$ cat src/rtl/core/twa_pkg.sv
// twa_pkg: shared types, codes and constants for the trade aggregator
// no dependencies

package twa_pkg;

  localparam int unsigned TableEntries = 32;
  localparam int unsigned SymbolBits = 8;
  localparam int unsigned MaxResults = 32;
  localparam logic [31:0] WindowSizeReset = 32'd1000;

  typedef enum logic [1:0] {
    KIND_ACK = 2'd0,
    KIND_WINDOW = 2'd1,
    KIND_EMPTY = 2'd2
  } kind_t;

  typedef enum logic [1:0] {
    ST_OK = 2'd0,
    ST_LATE = 2'd1,
    ST_FULL = 2'd2
  } status_t;

  // one request, decoded by the front part
  typedef struct packed {
    logic req_type;
    logic [47:0] event_time;
    logic [7:0] symbol_id;
    logic [31:0] price;
    logic [31:0] quantity;
    logic [47:0] start;
  } job_t;

  typedef struct packed {
    logic [1:0] kind;
    logic [1:0] status;
    logic [47:0] window_start;
    logic [7:0] window_symbol;
    logic [31:0] trade_count;
    logic [63:0] volume_sum;
    logic [31:0] price_min;
    logic [31:0] price_max;
    logic last;
    logic [31:0] late_drop_count;
    logic [5:0] open_windows;
  } result_t;

  typedef enum logic [1:0] {
    FR_IDLE,
    FR_DIV,
    FR_PUSH
  } front_state_t;

  typedef enum logic [3:0] {
    BK_IDLE,
    BK_SCAN,
    BK_MUL,
    BK_UPD,
    BK_FSCAN,
    BK_FEMIT,
    BK_FDONE,
    BK_OUT
  } back_state_t;

endpackage

$ cat src/rtl/core/twa_lastfix.sv
// twa_lastfix: one-result output register on the result channel
// depends on twa_pkg

module twa_lastfix (
  input  logic clk,
  input  logic rst,
  input  logic in_valid,
  output logic in_ready,
  input  twa_pkg::result_t in_res,
  output logic out_valid,
  input  logic out_ready,
  output twa_pkg::result_t out_res
);

  logic held;
  twa_pkg::result_t hold;

  assign in_ready = !held || out_ready;
  assign out_valid = held;
  assign out_res = hold;

  always_ff @(posedge clk) begin
    if (rst) held <= 1'b0;
    else if (in_valid && in_ready) held <= 1'b1;
    else if (out_ready) held <= 1'b0;
  end

  always_ff @(posedge clk) begin
    if (in_valid && in_ready) hold <= in_res;
  end

endmodule

$ cat config.mk
export PLATFORM = sky130hd
export DESIGN_NAME = twa_lastfix
export DESIGN_NICKNAME = d
export VERILOG_FILES = /design/src/rtl/core/twa_pkg.sv /design/src/rtl/core/twa_lastfix.sv
export SDC_FILE = /design/constraint.sdc
export NUM_CORES = 1
export LEC_CHECK = 0
export BUFFER_PORTS_ARGS = -buffer_cell sky130_fd_sc_hd__clkbuf_2
export CAP_MARGIN = 20
export CORE_AREA = 10 10 198 200
export CTS_BUF_LIST = sky130_fd_sc_hd__clkbuf_4 sky130_fd_sc_hd__clkbuf_8
export DETAILED_ROUTE_END_ITERATION = 6
export DIE_AREA = 0 0 208 210
export SLEW_MARGIN = 0
export SYNTH_ARGS = -nofsm -noshare
export SYNTH_HDL_FRONTEND = slang
export SYNTH_SLANG_ARGS = --single-unit
$ cat constraint.sdc
create_clock -name clk -period 8.2 [get_ports clk]
set_clock_uncertainty 0.15 [all_clocks]
set_input_delay 1.64 -clock clk [delete_from_list [all_inputs] [get_ports clk]]
set_output_delay 1.64 -clock clk [all_outputs]
set_load 0.01 [all_outputs]
==> results_dict.tcl <==
set metrics [dict create \
    crit_type "in -> out" \
    cts_max_path_buffers 3 \
    wl_mm 27.1 \
    worst_pin_slew_ps 909 \
    root_buffer "clkbuf_8" \
    synth_area_per_cell_um2 29.7 \
    cp-endpoint "in_ready" \
    start_util 0.222 \
    io_pins 524 \
    fin_area_um2 11900 \
    rsz0062_at_grt "no" \
    hold_viol 0 \
    power_frac_seq 0.552 \
    powerDensity_nw_per_um2 242 \
    pre_cts_slack_ps 4290 \
    grt_pass1_wl_mm 38.3 \
    setup_viol 0 \
    die_width_um 208 \
    cts_tree "built" \
    syn_inst 264 \
    antenna_found_initial 3 \
    place.port_buffers 523 \
    crit_chain "clkbuf_2 > nand2b_4 > clkbuf_2" \
    startpoint_type "primary input" \
    most-common-layout-cells "clkbuf_2, edfxtp_1, clkbuf_8" \
    hpwl_mm 21.8 \
    worstReg2RegEnd "out_res[192]" \
    max_freq_mhz 262 \
    p_switching_mw 0.655 \
    r2r_slack_ps 5730 \
    final_common_cell "clkbuf_2" \
    cts_setup_buffers 0 \
    drc 0 \
    rr_startpoint "out_valid" \
    clock_latency_ps 560 \
    hp-class "reg -> reg" \
    p_comb_frac 0.077 \
    overflow 0 \
    coreArea_um2 35200 \
    p_leak_nw 5.13 \
    fp.dieH_um 210 \
    tns_ps 0 \
    ys_ff_latch 260 \
    placementRows 69 \
    fin_crit_sh 0.465 \
    area_delta_synth_final_pct 51.3 \
    via_per_inst 3.75 \
    slew_headroom 0.394 \
    cts_resized 0 \
    status "complete, no violations" \
    synth_nets 527 \
    drt-pass1-iter-count 4 \
    cpPeakStageDelay_ps 150 \
    cts_buffers 44 \
    power.share.switching 0.228 \
    nFillCells 3475 \
    crit_slowest_cell "nand2b_4" \
    crit_fanout 3 \
    synthDistinctLibCells 6 \
    place_congestion 0.798 \
    cp-end-kind "primary output" \
    startpoint "out_ready" \
    layout_setup_ws_ps 4390 \
    vias 4975 \
    avgRoutedWirePerCell_um 20.4 \
    cp.arrival_ps 2020 \
    grt_max_degree 139 \
    fin_crit_ps 3810 \
    cap_violations 0 \
    fin_util 0.336 \
    placed_cells 1250 \
    synth_warnings 0 \
    grt_pass1_vias 5703 \
    grtUsageTotal 0.118 \
    whs_path_depth 2 \
    reg2reg_depth 3 \
    fin_cells 1326 \
    ir_drop_mv 0.133 \
    seq_area_frac_synth 0.996 \
    h-tree-depth 2 \
    cp_common_cell "clkbuf_2" \
    slew_viol_final 0 \
    fin_nets 1098 \
    cts_hold_buf 0 \
    drive_gt1_frac 0.684 \
    required_ps 6410 \
    internal_power_mw 2.21 \
    die_area_um2 43700 \
    ant_nets 0 \
    clk_pin_slew_worst_paths_ps 60 \
    first_iter_violations 232 \
    clockPowerShare 0.371 \
    postPlaceCellArea_um2 11100 \
    synth_area_um2 7830 \
    clock_sinks 260 \
]
-- worst max-delay path, delay by kind of cell --
family | cells | cell delay, ps
buf+inv | 2 | 230
simple gates | 1 | 150
-- flip-flops by register name, indices dropped and copies added, names as in the netlist --
register and flops:
out_res 259, out_valid 1
-- worst min-delay path by stage --
| stage | start | endpoint | slack [ps] |
|---|---|---|---|
| floorplan | out_valid | out_valid | 390 |
| global route | out_valid | out_valid | 390 |
| global placement | out_valid | out_valid | 350 |
| CTS | out_valid | out_valid | 360 |
| detailed placement | out_valid | out_valid | 350 |
| finish | out_valid | out_valid | 370 |
-- area by class of cell --
class	count	area, um2	share of cell area
diodes	1	2.50	0.000211
clock buffers	57	709	0.0599
clock inverters	18	85.1	0.00718
inverters	1	3.75	0.000317
multi-input cells	3	31.3	0.00264
flip-flops and latches	260	7800	0.658
well taps	461	577	0.0487
repair buffers	525	2650	0.223
-- metal layers --
metal,track usage,part of all wire
met5,0,0.00096
met4,0.0425,0.021
met3,0.0671,0.12
met2,0.201,0.50
met1,0.120,0.36
-- cell usage after synthesis (all sizes together) --
master    n  area [um2]
edfxtp  259        7780
a21oi     1        8.76
and2      1        8.76
dfxtp     1        20.0
inv       1        3.75
nand2b    1        13.8
-- cell families (layout without fill, tap and decap cells) --
logic type | Yosys count | count (layout) | synth area share
flops | 260 | 260 | 0.996
compound gates | 1 | 1 | 0.00112
other cells | 0 | 1 | 0
buf+inv | 1 | 601 | 0.000479
simple gates | 2 | 2 | 0.00288
-- metrics by stage --
stage	total power [mW]	hold slack [ps]
CTS	2.93	362
floorplan	1.67	390
global route	3.01	386
finish	2.87	370
global placement	1.83	345
detailed placement	1.84	350
-- power by group through the flow --
stage,Sequential [mW],Combinational [mW],Clock (mW)
after floorplan,1.65,0.0242,0
after global placement,1.61,0.225,0
after detailed placement,1.61,0.228,0
after CTS,1.58,0.228,1.12
after global routing,1.59,0.240,1.18
final,1.58,0.222,1.06
Power figures use the tool's default switching activity.
