**config.mk**
```make
export PLATFORM = sky130hd
export DESIGN_NAME = twa_queue
export DESIGN_NICKNAME = d
export VERILOG_FILES = /design/src/rtl/core/twa_pkg.sv /design/src/rtl/core/twa_queue.sv
export SDC_FILE = /design/constraint.sdc
export NUM_CORES = 1
export LEC_CHECK = 0
export BUFFER_PORTS_ARGS = -buffer_cell sky130_fd_sc_hd__buf_2
export CORE_MARGIN = 3
export CORE_UTILIZATION = 48
export DETAILED_ROUTE_END_ITERATION = 7
export PLACE_DENSITY = 0.78
export SYNTH_ARGS = -nofsm -noshare
export SYNTH_HDL_FRONTEND = slang
export SYNTH_SLANG_ARGS = --single-unit
```
**constraint.sdc**
```tcl
create_clock -name clk -period 10.47 [get_ports clk]
set_input_delay 0.5235 -clock clk [delete_from_list [all_inputs] [get_ports clk]]
set_output_delay 0.5235 -clock clk [all_outputs]
set_load 0.01 [all_outputs]
```
**src/rtl/core/twa_pkg.sv**
```systemverilog
// twa_pkg: shared types, codes and constants for the trade aggregator
// no dependencies

package twa_pkg;

  localparam int unsigned TableEntries = 32;
  localparam int unsigned SymbolBits = 8;
  localparam int unsigned MaxResults = 32;
  localparam logic [31:0] WindowSizeReset = 32'd1000;

  typedef enum logic [1:0] {
    KIND_ACK = 2'd0,
    KIND_WINDOW = 2'd1,
    KIND_EMPTY = 2'd2
  } kind_t;

  typedef enum logic [1:0] {
    ST_OK = 2'd0,
    ST_LATE = 2'd1,
    ST_FULL = 2'd2
  } status_t;

  // one request, decoded by the front part
  typedef struct packed {
    logic req_type;
    logic [47:0] event_time;
    logic [7:0] symbol_id;
    logic [31:0] price;
    logic [31:0] quantity;
    logic [47:0] start;
  } job_t;

  typedef struct packed {
    logic [1:0] kind;
    logic [1:0] status;
    logic [47:0] window_start;
    logic [7:0] window_symbol;
    logic [31:0] trade_count;
    logic [63:0] volume_sum;
    logic [31:0] price_min;
    logic [31:0] price_max;
    logic last;
    logic [31:0] late_drop_count;
    logic [5:0] open_windows;
  } result_t;

  typedef enum logic [1:0] {
    FR_IDLE,
    FR_DIV,
    FR_PUSH
  } front_state_t;

  typedef enum logic [3:0] {
    BK_IDLE,
    BK_SCAN,
    BK_MUL,
    BK_UPD,
    BK_FSCAN,
    BK_FEMIT,
    BK_FDONE,
    BK_OUT
  } back_state_t;

endpackage

```
**src/rtl/core/twa_queue.sv**
```systemverilog
// twa_queue: two-entry queue of decoded requests between front and back
// depends on twa_pkg

module twa_queue (
  input  logic clk,
  input  logic rst,
  input  logic in_valid,
  output logic in_ready,
  input  twa_pkg::job_t in_job,
  output logic out_valid,
  input  logic out_ready,
  output twa_pkg::job_t out_job
);

  twa_pkg::job_t slots [2];
  logic wptr, rptr;
  logic [1:0] count;

  assign in_ready = (count != 2'd2);
  assign out_valid = (count != 2'd0);
  assign out_job = slots[rptr];

  always_ff @(posedge clk) begin
    if (in_valid && in_ready) slots[wptr] <= in_job;
  end

  always_ff @(posedge clk) begin
    if (rst) begin
      wptr <= 1'b0;
      rptr <= 1'b0;
      count <= 2'd0;
    end else begin
      if (in_valid && in_ready) wptr <= ~wptr;
      if (out_valid && out_ready) rptr <= ~rptr;
      count <= count + 2'(in_valid && in_ready) - 2'(out_valid && out_ready);
    end
  end

endmodule

```
==> flow_summary.ini, run 1 <==
[status]
status = finished clean

[cells_and_area]
postLayoutCellArea_mm2 = 0.0160
nNetsFinal = 1093
area_growth_pct = 24.2
layout-drive-gt1-share_pct = 60.5
layout_common_cells = buf_2, edfxtp_1, mux2_4
fin_util_pct = 61.0
final_common_cell = buf_2

[setup_path]
r2r_slack_ns = 7.56
critPathKind = reg2out
required_ns = 9.95
cp-start-kind = register
cp_max_fo = 68
timing.rr.end = slots[0][122]
arrival_ns = 3.12
end_kind = output port
timing.rr.start = count[0]
reg2reg_depth = 4

[cts]
cts_resized = 0
cts_buffers = 36
clockBufferDepth = 3
holdBufCountCts = 0
clk_pin_slew_ns = 0.06
cts_setup_buffers = 0
htree_levels = 2
clk_latency_ns = 0.50
cts_tree = built
clock_sinks = 343
cts-root-buf = clkbuf_16

[sta]
post-route-min-period_ns = 3.64
hold_violations = 0
finalCritPeriodShare_pct = 34.8
relSlewSlack_pct = 21.6
maxSlewViolCount = 0
setup_violations = 0
rsz0062_at_grt = false
tightestPinTransition_ns = 1.17
setup_ws_ns = 6.83
setup_tns_ns = 0
max_freq_mhz = 275
clock_skew_ns = 0.0141

[power]
vdd_drop_max_uv = 149
p_clk_share_pct = 30.5
switchingPower_mw = 1.00
intPower_mw = 2.91
p_comb_share_pct = 23.2
p_sw_share_pct = 25.7
p_leak_nw = 6.19
totalPowerFinal_mw = 3.91
power_density_mw_per_mm2 = 244
p_seq_share_pct = 46.3

[place]
portBuffers = 343
dpl-instance-area_mm2 = 0.0149
place_ws_ns = 7.26
gp_congestion = 0.730
dp_hpwl_um = 16400

[die]
die_w_um = 170
design.core.area_mm2 = 0.0262
die-area_mm2 = 0.0288
initial_core_util_pct = 49.1
io_pins = 344
die_y_um = 170
row_count = 59

[logic_synthesis]
synth_warnings = 0
synthCells = 550
ys_seq_area_share_pct = 79.6
synth_fp_nets = 725
synth_area_mm2 = 0.0129
ys_seq_elements = 343
yosysUniqueCellTypes = 17
syn_area_per_cell_um2 = 23.4

[job]
cap_violations = 0

[grt]
grtUsageTotal_pct = 16.3
grt_overflow_total = 0
grt_pass1_wl_um = 36400
grt_pass1_vias = 6603
grt_start_max_net_pins = 71
antenna_found_initial = 2

[detailed_routing]
routedWlPerCell_um = 19.4
viasPerCell = 4.98
drt_iter0_markers = 430
drtPass1Iterations = 4
drc = 0
antenna_left = 0
routed_wl_um = 24700
vias = 6362

[worst_hold_path]
hp-class = in2reg
hold_depth = 1
min_from = in_job[38]
min_to = slots[1][38]
worst max-delay path: stages (launching register included):
cell and delay (ns):
dfxtp_4 1.01, buf_4 0.95, mux2_2 0.43, buf_2 0.14
metal layers:
layer / part of all wire (%) / track usage (%)
met2: 49 / 27.7
met3: 10 / 5.59
met1: 38 / 19.4
met5: 0.053 / 0
met4: 2.9 / 5.90
cell usage after synthesis:
master,count,area [µm²]
nand2_1,1,3.75
xor2_1,1,8.76
ha_1,2,25.0
o21a_1,1,7.51
or2_2,1,6.26
mux2_2,60,676
nor2_1,5,18.8
nand2b_1,1,6.26
inv_1,1,3.75
and3_1,1,6.26
buf_6,14,158
nor2b_1,2,12.5
buf_2,5,25.0
xnor2_1,2,17.5
mux2_4,110,1650
dfxtp_1,5,100
edfxtp_1,338,10100
cell families after synthesis:
group,count (synthesis),share of synthesized area [%]
xor gates and xnor gates,3,0.204
muxes,170,18.1
AOI/OAI and AO/OA,1,0.0583
buffers and inverters,20,1.45
and+or+nand+nor,11,0.418
adders and majority gates,2,0.194
DFF,343,79.6
registers in the layout, indices dropped and copies added, names as in the netlist, named ones only:
| signal | cells |
|---|---|
| count | 2 |
| rptr | 1 |
| slots | 338 |
| wptr | 1 |
final cells by class:
cell class | instances | area, µm²
timing repair buffer | 349 | 1760
tap | 335 | 419
antenna | 1 | 2.50
multi-input combinational | 187 | 2450
fill | 1871 | 10200
sequential | 343 | 10300
clock buffer | 47 | 963
inverter | 1 | 3.75
clock inverter | 14 | 141
power groups by stage:
stage          registers (mW)  clock network (mW)  logic, mW
6_report                 1.81                1.19      0.908
5_1_grt                  1.83                1.28      0.972
4_1_cts                  1.81                1.23      0.922
3_5_place_dp             1.84                   0      0.919
3_3_place_gp             1.83                   0      0.912
2_1_floorplan            1.83                   0      0.651
stage by stage:
stage / hold slack, ns / std cells
3_5_place_dp: 0.501 / 1215
2_1_floorplan: 0.481 / 550
4_1_cts: 0.183 / 1276
6_report: 0.212 / 1277
5_1_grt: 0.183 / 1277
3_3_place_gp: 0.494 / 1215
worst max-delay path by stage:
| stage | from | to | slack [ns] | depth (start not counted) |
|---|---|---|---|---|
| 6_report | register | out_job[14] | 6.83 | 3 |
| 3_3_place_gp | register | out_job[12] | 7.29 | 3 |
| 3_5_place_dp | register | out_job[14] | 7.26 | 3 |
| 2_1_floorplan | count[0] | slots[0][0] | 2.11 | 3 |
| 5_1_grt | register | out_job[14] | 6.61 | 3 |
| 4_1_cts | register | out_job[14] | 6.71 | 3 |
(Power assumes the default switching activity.)
==> inputs of run 2 (changes only) <==
- clock period: 10.47 -> 3.7 ns (I/O delays scaled with it)
==> run 2 against run 1 <==
Net effect:
- final area up 11%
- clock power rose to 2.8 times the previous value
- total power rose to 2.9 times the previous value
- non-clock buffer count up 171
- critical path depth unchanged
- combinational power rose to 3.2 times the previous value
- critical endpoint is now out_job[24]
- largest cell class unchanged
==> flow_summary.ini, run 2 (synthesis gave the netlist of run 1 again) <==
[cells_and_area]
nNetsFinal = 1263
area_growth_pct = 38.1
final_common_cell = buf_2
fillers = 1609
reg_top3 = slots: 338 flops, count: 2 flops
layout_common_cells = buf_2, edfxtp_1, dlygate4sd3_1
largest_reg_flops = 338
max_flop_register = slots
layout-drive-gt1-share_pct = 51.1
postLayoutCellArea_mm2 = 0.0178

[place]
portBuffers = 343
dp_hpwl_um = 16600
gp_congestion = 0.740
dpl-instance-area_mm2 = 0.0150

[sta]
setup_tns_ns = 0
post-route-min-period_ns = 2.36
relSlewSlack_pct = 29.9
rsz0062_at_grt = false
hold_violations = 0
setup_violations = 0
maxSlewViolCount = 0
finalCritPeriodShare_pct = 63.8
clock_skew_ns = 0.0179
tightestPinTransition_ns = 1.05
max_freq_mhz = 423

[die]
die-area_mm2 = 0.0288
design.core.area_mm2 = 0.0262
die_w_um = 170
initial_core_util_pct = 49.1
die_y_um = 170
row_count = 59
io_pins = 344

[status]
status = finished clean

[detailed_routing]
antenna_left = 0
drc = 0
drt_iter0_markers = 407
drtPass1Iterations = 5
routed_wl_um = 28500
viasPerCell = 4.95
routedWlPerCell_um = 19.6
vias = 7186

[setup_path]
worst_path_max_delay_cell = mux2_2
slowest_delay_ns = 0.41
path_delay_family = buffers and inverters
arrival_ns = 2.18
critPathKind = reg2out
worstPathCellList = buf_12 -> mux2_2 -> buf_2
required_ns = 3.51
cp_num_buf_inv = 2
cp-start-kind = register
end_kind = output port
timing.rr.start = count[0]
cp_max_fo = 111

[power]
p_leak_nw = 6.92
vdd_drop_max_uv = 633
totalPowerFinal_mw = 11.3
power_density_mw_per_mm2 = 636

[cts]
htree_levels = 2
holdBufCountCts = 170
cts-root-buf = clkbuf_16
cts_tree = built
clock_sinks = 343
clk_latency_ns = 0.50
clk_pin_slew_ns = 0.06
cts_buffers = 35
cts_setup_buffers = 0
cts_resized = 0
clockBufferDepth = 3

[grt]
grt_start_max_net_pins = 112
grt_pass1_wl_um = 43000
use_met3_pct = 5.10
grtUsageTotal_pct = 19.2
grt_overflow_total = 0
grt_busiest_layer = met2
grt_pass1_vias = 7704
met1_usage_pct = 22.9
grtUsageMet2_pct = 34.3
antenna_found_initial = 3

[worst_hold_path]
min_from = in_valid
hp-class = in2reg

[job]
cap_violations = 0
-- run 2: cell types whose count changed in the layout (fill, tap and decap cells not counted), moves of 2 or more --
cell and change:
buf_12 +7, clkbuf_8 +2, dlygate4sd3_1 +170, clkinv_1 +3
buf_4 -6, diode_2 +3, clkinv_2 -2, clkbuf_16 -2
-- run 2: worst min-delay path, stage by stage --
cell and delay (ns):
buf_2 0.11, nand2_1 0.14, mux2_2 0.18
-- run 2: area by class of cell --
class,instances,area (µm²),share of cell area [%]
Antenna cell,4,10.0,0.0563
Timing Repair Buffer,520,3560,20.0
Sequential cell,343,10300,57.7
Clock inverter,15,144,0.809
Tap cell,335,419,2.36
Multi-Input combinational cell,187,2450,13.8
Clock buffer,46,937,5.27
Inverter,1,3.75,0.0211
-- run 2: metrics by stage --
stage	util (%)	setup WS, ns	hold WS, ns	instances
2_1_floorplan	-	0.0942	0.257	550
3_3_place_gp	57.2	1.65	0.372	1216
3_5_place_dp	57.2	1.62	0.376	1216
4_1_cts	67.8	1.38	0.110	1447
5_1_grt	67.8	1.31	0.168	1450
6_report	67.8	1.34	0.149	1451
-- run 2: power by group --
part	total [mW]	internal, mW	switching [mW]
Clock	3.33	1.99	1.35
Combinational	2.95	1.48	1.47
Sequential	5.02	4.88	0.136
-- run 2: routing by layer --
layer  vias up  part of all wire (%)
li1       3279                     -
met1      3548                    38
met5         -                     0
met4         0                   2.5
met3        53                   7.4
met2       306                    52
-- run 2: path summary, 6_finish.rpt --
check,endpoint,slack [ns],cells past startpoint
worst min register to register,register,0.56,2
worst max register to register,slots[0][141],1.62,4
worst max-delay path,out_job[24],1.34,3
worst min-delay path,wptr,0.15,3
==> inputs of run 3 (changes only) <==
- clock period: 3.7 -> 2.27 ns (I/O delays scaled with it)
==> run 3 against run 2 <==
Net effect:
- count of clock-buffer cells in the layout shrank 2
- total power grew 66%
- via count grew 0.29%
- final area grew 0.96%
- hold slack lost 0.078 ns
- critical path depth is the same
- final cell count grew 0.55%
==> flow_summary.ini, run 3 (synthesis gave the netlist of run 1 again) <==
[sta]
setup_tns_ns = 0
setup_ws_ns = 0.185
relSlewSlack_pct = 60.2
rsz0062_at_grt = false
post-route-min-period_ns = 2.09
setup_violations = 0
finalCritPeriodShare_pct = 91.9
maxSlewViolCount = 0
hold_violations = 0
tightestPinTransition_ns = 0.597
max_freq_mhz = 480
clock_skew_ns = 0.0207

[detailed_routing]
antenna_left = 0
drt_iter0_markers = 524
drtPass1Iterations = 5
routedWlPerCell_um = 20.3
drc = 0
viasPerCell = 4.94
vias = 7207
routed_wl_um = 29700

[place]
place_ws_ns = 0.669
dp_hpwl_um = 17300
portBuffers = 343
place_inst = 1223
gp_congestion = 0.789

[power]
p_sw_share_pct = 26.1
intPower_mw = 13.9
p_seq_share_pct = 44.1
vdd_drop_max_uv = 955
p_leak_nw = 7.00
p_clk_share_pct = 30.1
p_comb_share_pct = 25.8
switchingPower_mw = 4.90
power_density_mw_per_mm2 = 1050

[status]
status = finished clean

[die]
row_count = 59
die-area_mm2 = 0.0288
initial_core_util_pct = 49.1
die_y_um = 170
design.core.area_mm2 = 0.0262
io_pins = 344
die_w_um = 170

[setup_path]
required_ns = 2.16
cp_max_fo = 23
critPathKind = reg2out
end_kind = output port
arrival_ns = 1.97
cp-start-kind = register

[cts]
clk_pin_slew_ns = 0.06
clock_sinks = 343
cts-root-buf = clkbuf_16
cts_buffers = 35
clk_latency_ns = 0.50
cts_tree = built
clockBufferDepth = 3
htree_levels = 2

[grt]
antenna_found_initial = 2
grt_pass1_wl_um = 44200
grtUsageTotal_pct = 19.9
grt_pass1_vias = 8009
grt_overflow_total = 0
grt_start_max_net_pins = 99

[cells_and_area]
fillers = 1618
layout-drive-gt1-share_pct = 51.7
multi_input_area_mm2 = 0.00247
seq_area_mm2 = 0.0103
final_cell_count_no_fill = 1459
nNetsFinal = 1271
reg_top3 = slots: 338 flops, count: 2 flops
max_flop_register = slots
final_common_cell = buf_2
area_growth_pct = 39.4
layout_common_cells = buf_2, edfxtp_1, dlygate4sd3_1
largest_reg_flops = 338

[worst_hold_path]
hp-class = in2reg

[job]
cap_violations = 0
## run 3: changes by cell type in the layout (fill, tap and decap cells not counted), moves of 2 or more
cell	change
buf_4	+4
buf_12	+3
clkbuf_1	-2
clkbuf_16	+2
clkbuf_8	-2
clkinv_1	+2
diode_2	-2
## run 3: final cells by class
| type | instances | area share [%] |
|---|---|---|
| Antenna cell | 2 | 0.0279 |
| Clock buffer | 44 | 5.30 |
| Clock inverter | 19 | 1.05 |
| Inverter | 1 | 0.0209 |
| Multi-Input combinational cell | 187 | 13.7 |
| Sequential cell | 343 | 57.1 |
| Tap cell | 335 | 2.34 |
| Timing Repair Buffer | 528 | 20.4 |
## run 3: path summary, 6_finish.rpt
| kind | slack (ns) | cells past startpoint | end | startpoint |
|---|---|---|---|---|
| worst max-delay path | 0.18 | 3 | out_job[18] | register |
| worst min-delay path | 0.07 | 4 | rptr | out_ready |
| worst max register to register | 0.66 | 4 | slots[0][148] | count[0] |
| worst min register to register | 0.52 | 2 | rptr | rptr |
## run 3: per-layer routing
layer | vias to the layer above | track usage, % | part of all wire [%]
li1 | 3288 | - | -
met3 | 72 | 5.59 | 8.5
met2 | 342 | 35.9 | 52
met4 | 2 | 7.29 | 2.9
met1 | 3503 | 22.5 | 37
met5 | - | 0 | 0.024
## run 3: timing repair
action / in CTS / in global routing
endpoints found under the hold margin: 343 / 0
setup endpoints to repair: 0 / 0
hold buffers: 171 / 0
resized for setup: 0 / 0
setup buffers: 0 / 0
## run 3: power groups by stage
stage | clock, mW | sequential (mW) | combinational [mW]
finish | 5.64 | 8.26 | 4.85
global route | 6.03 | 8.33 | 5.14
CTS | 5.75 | 8.25 | 4.82
detailed placement | 0 | 8.38 | 4.56
global placement | 0 | 8.32 | 4.51
floorplan | 0 | 8.29 | 3.02
## run 3: metrics by stage
step / instance area [µm²] / util (%) / hold slack [ns] / total power [mW]
global placement: 15100 / 57.6 / 0.300 / 12.8
detailed placement: 15100 / 57.6 / 0.305 / 12.9
CTS: 17900 / 68.5 / 0.0403 / 18.8
floorplan: 12900 / - / 0.178 / 11.3
global route: 17900 / 68.5 / 0.0756 / 19.5
finish: 17900 / 68.5 / 0.0710 / 18.8
## run 3: worst max-delay path, stage by stage (launching register included)
cell	delay, ns
dfxtp_4	0.65
buf_4	0.31
mux2_2	0.37
buf_2	0.15
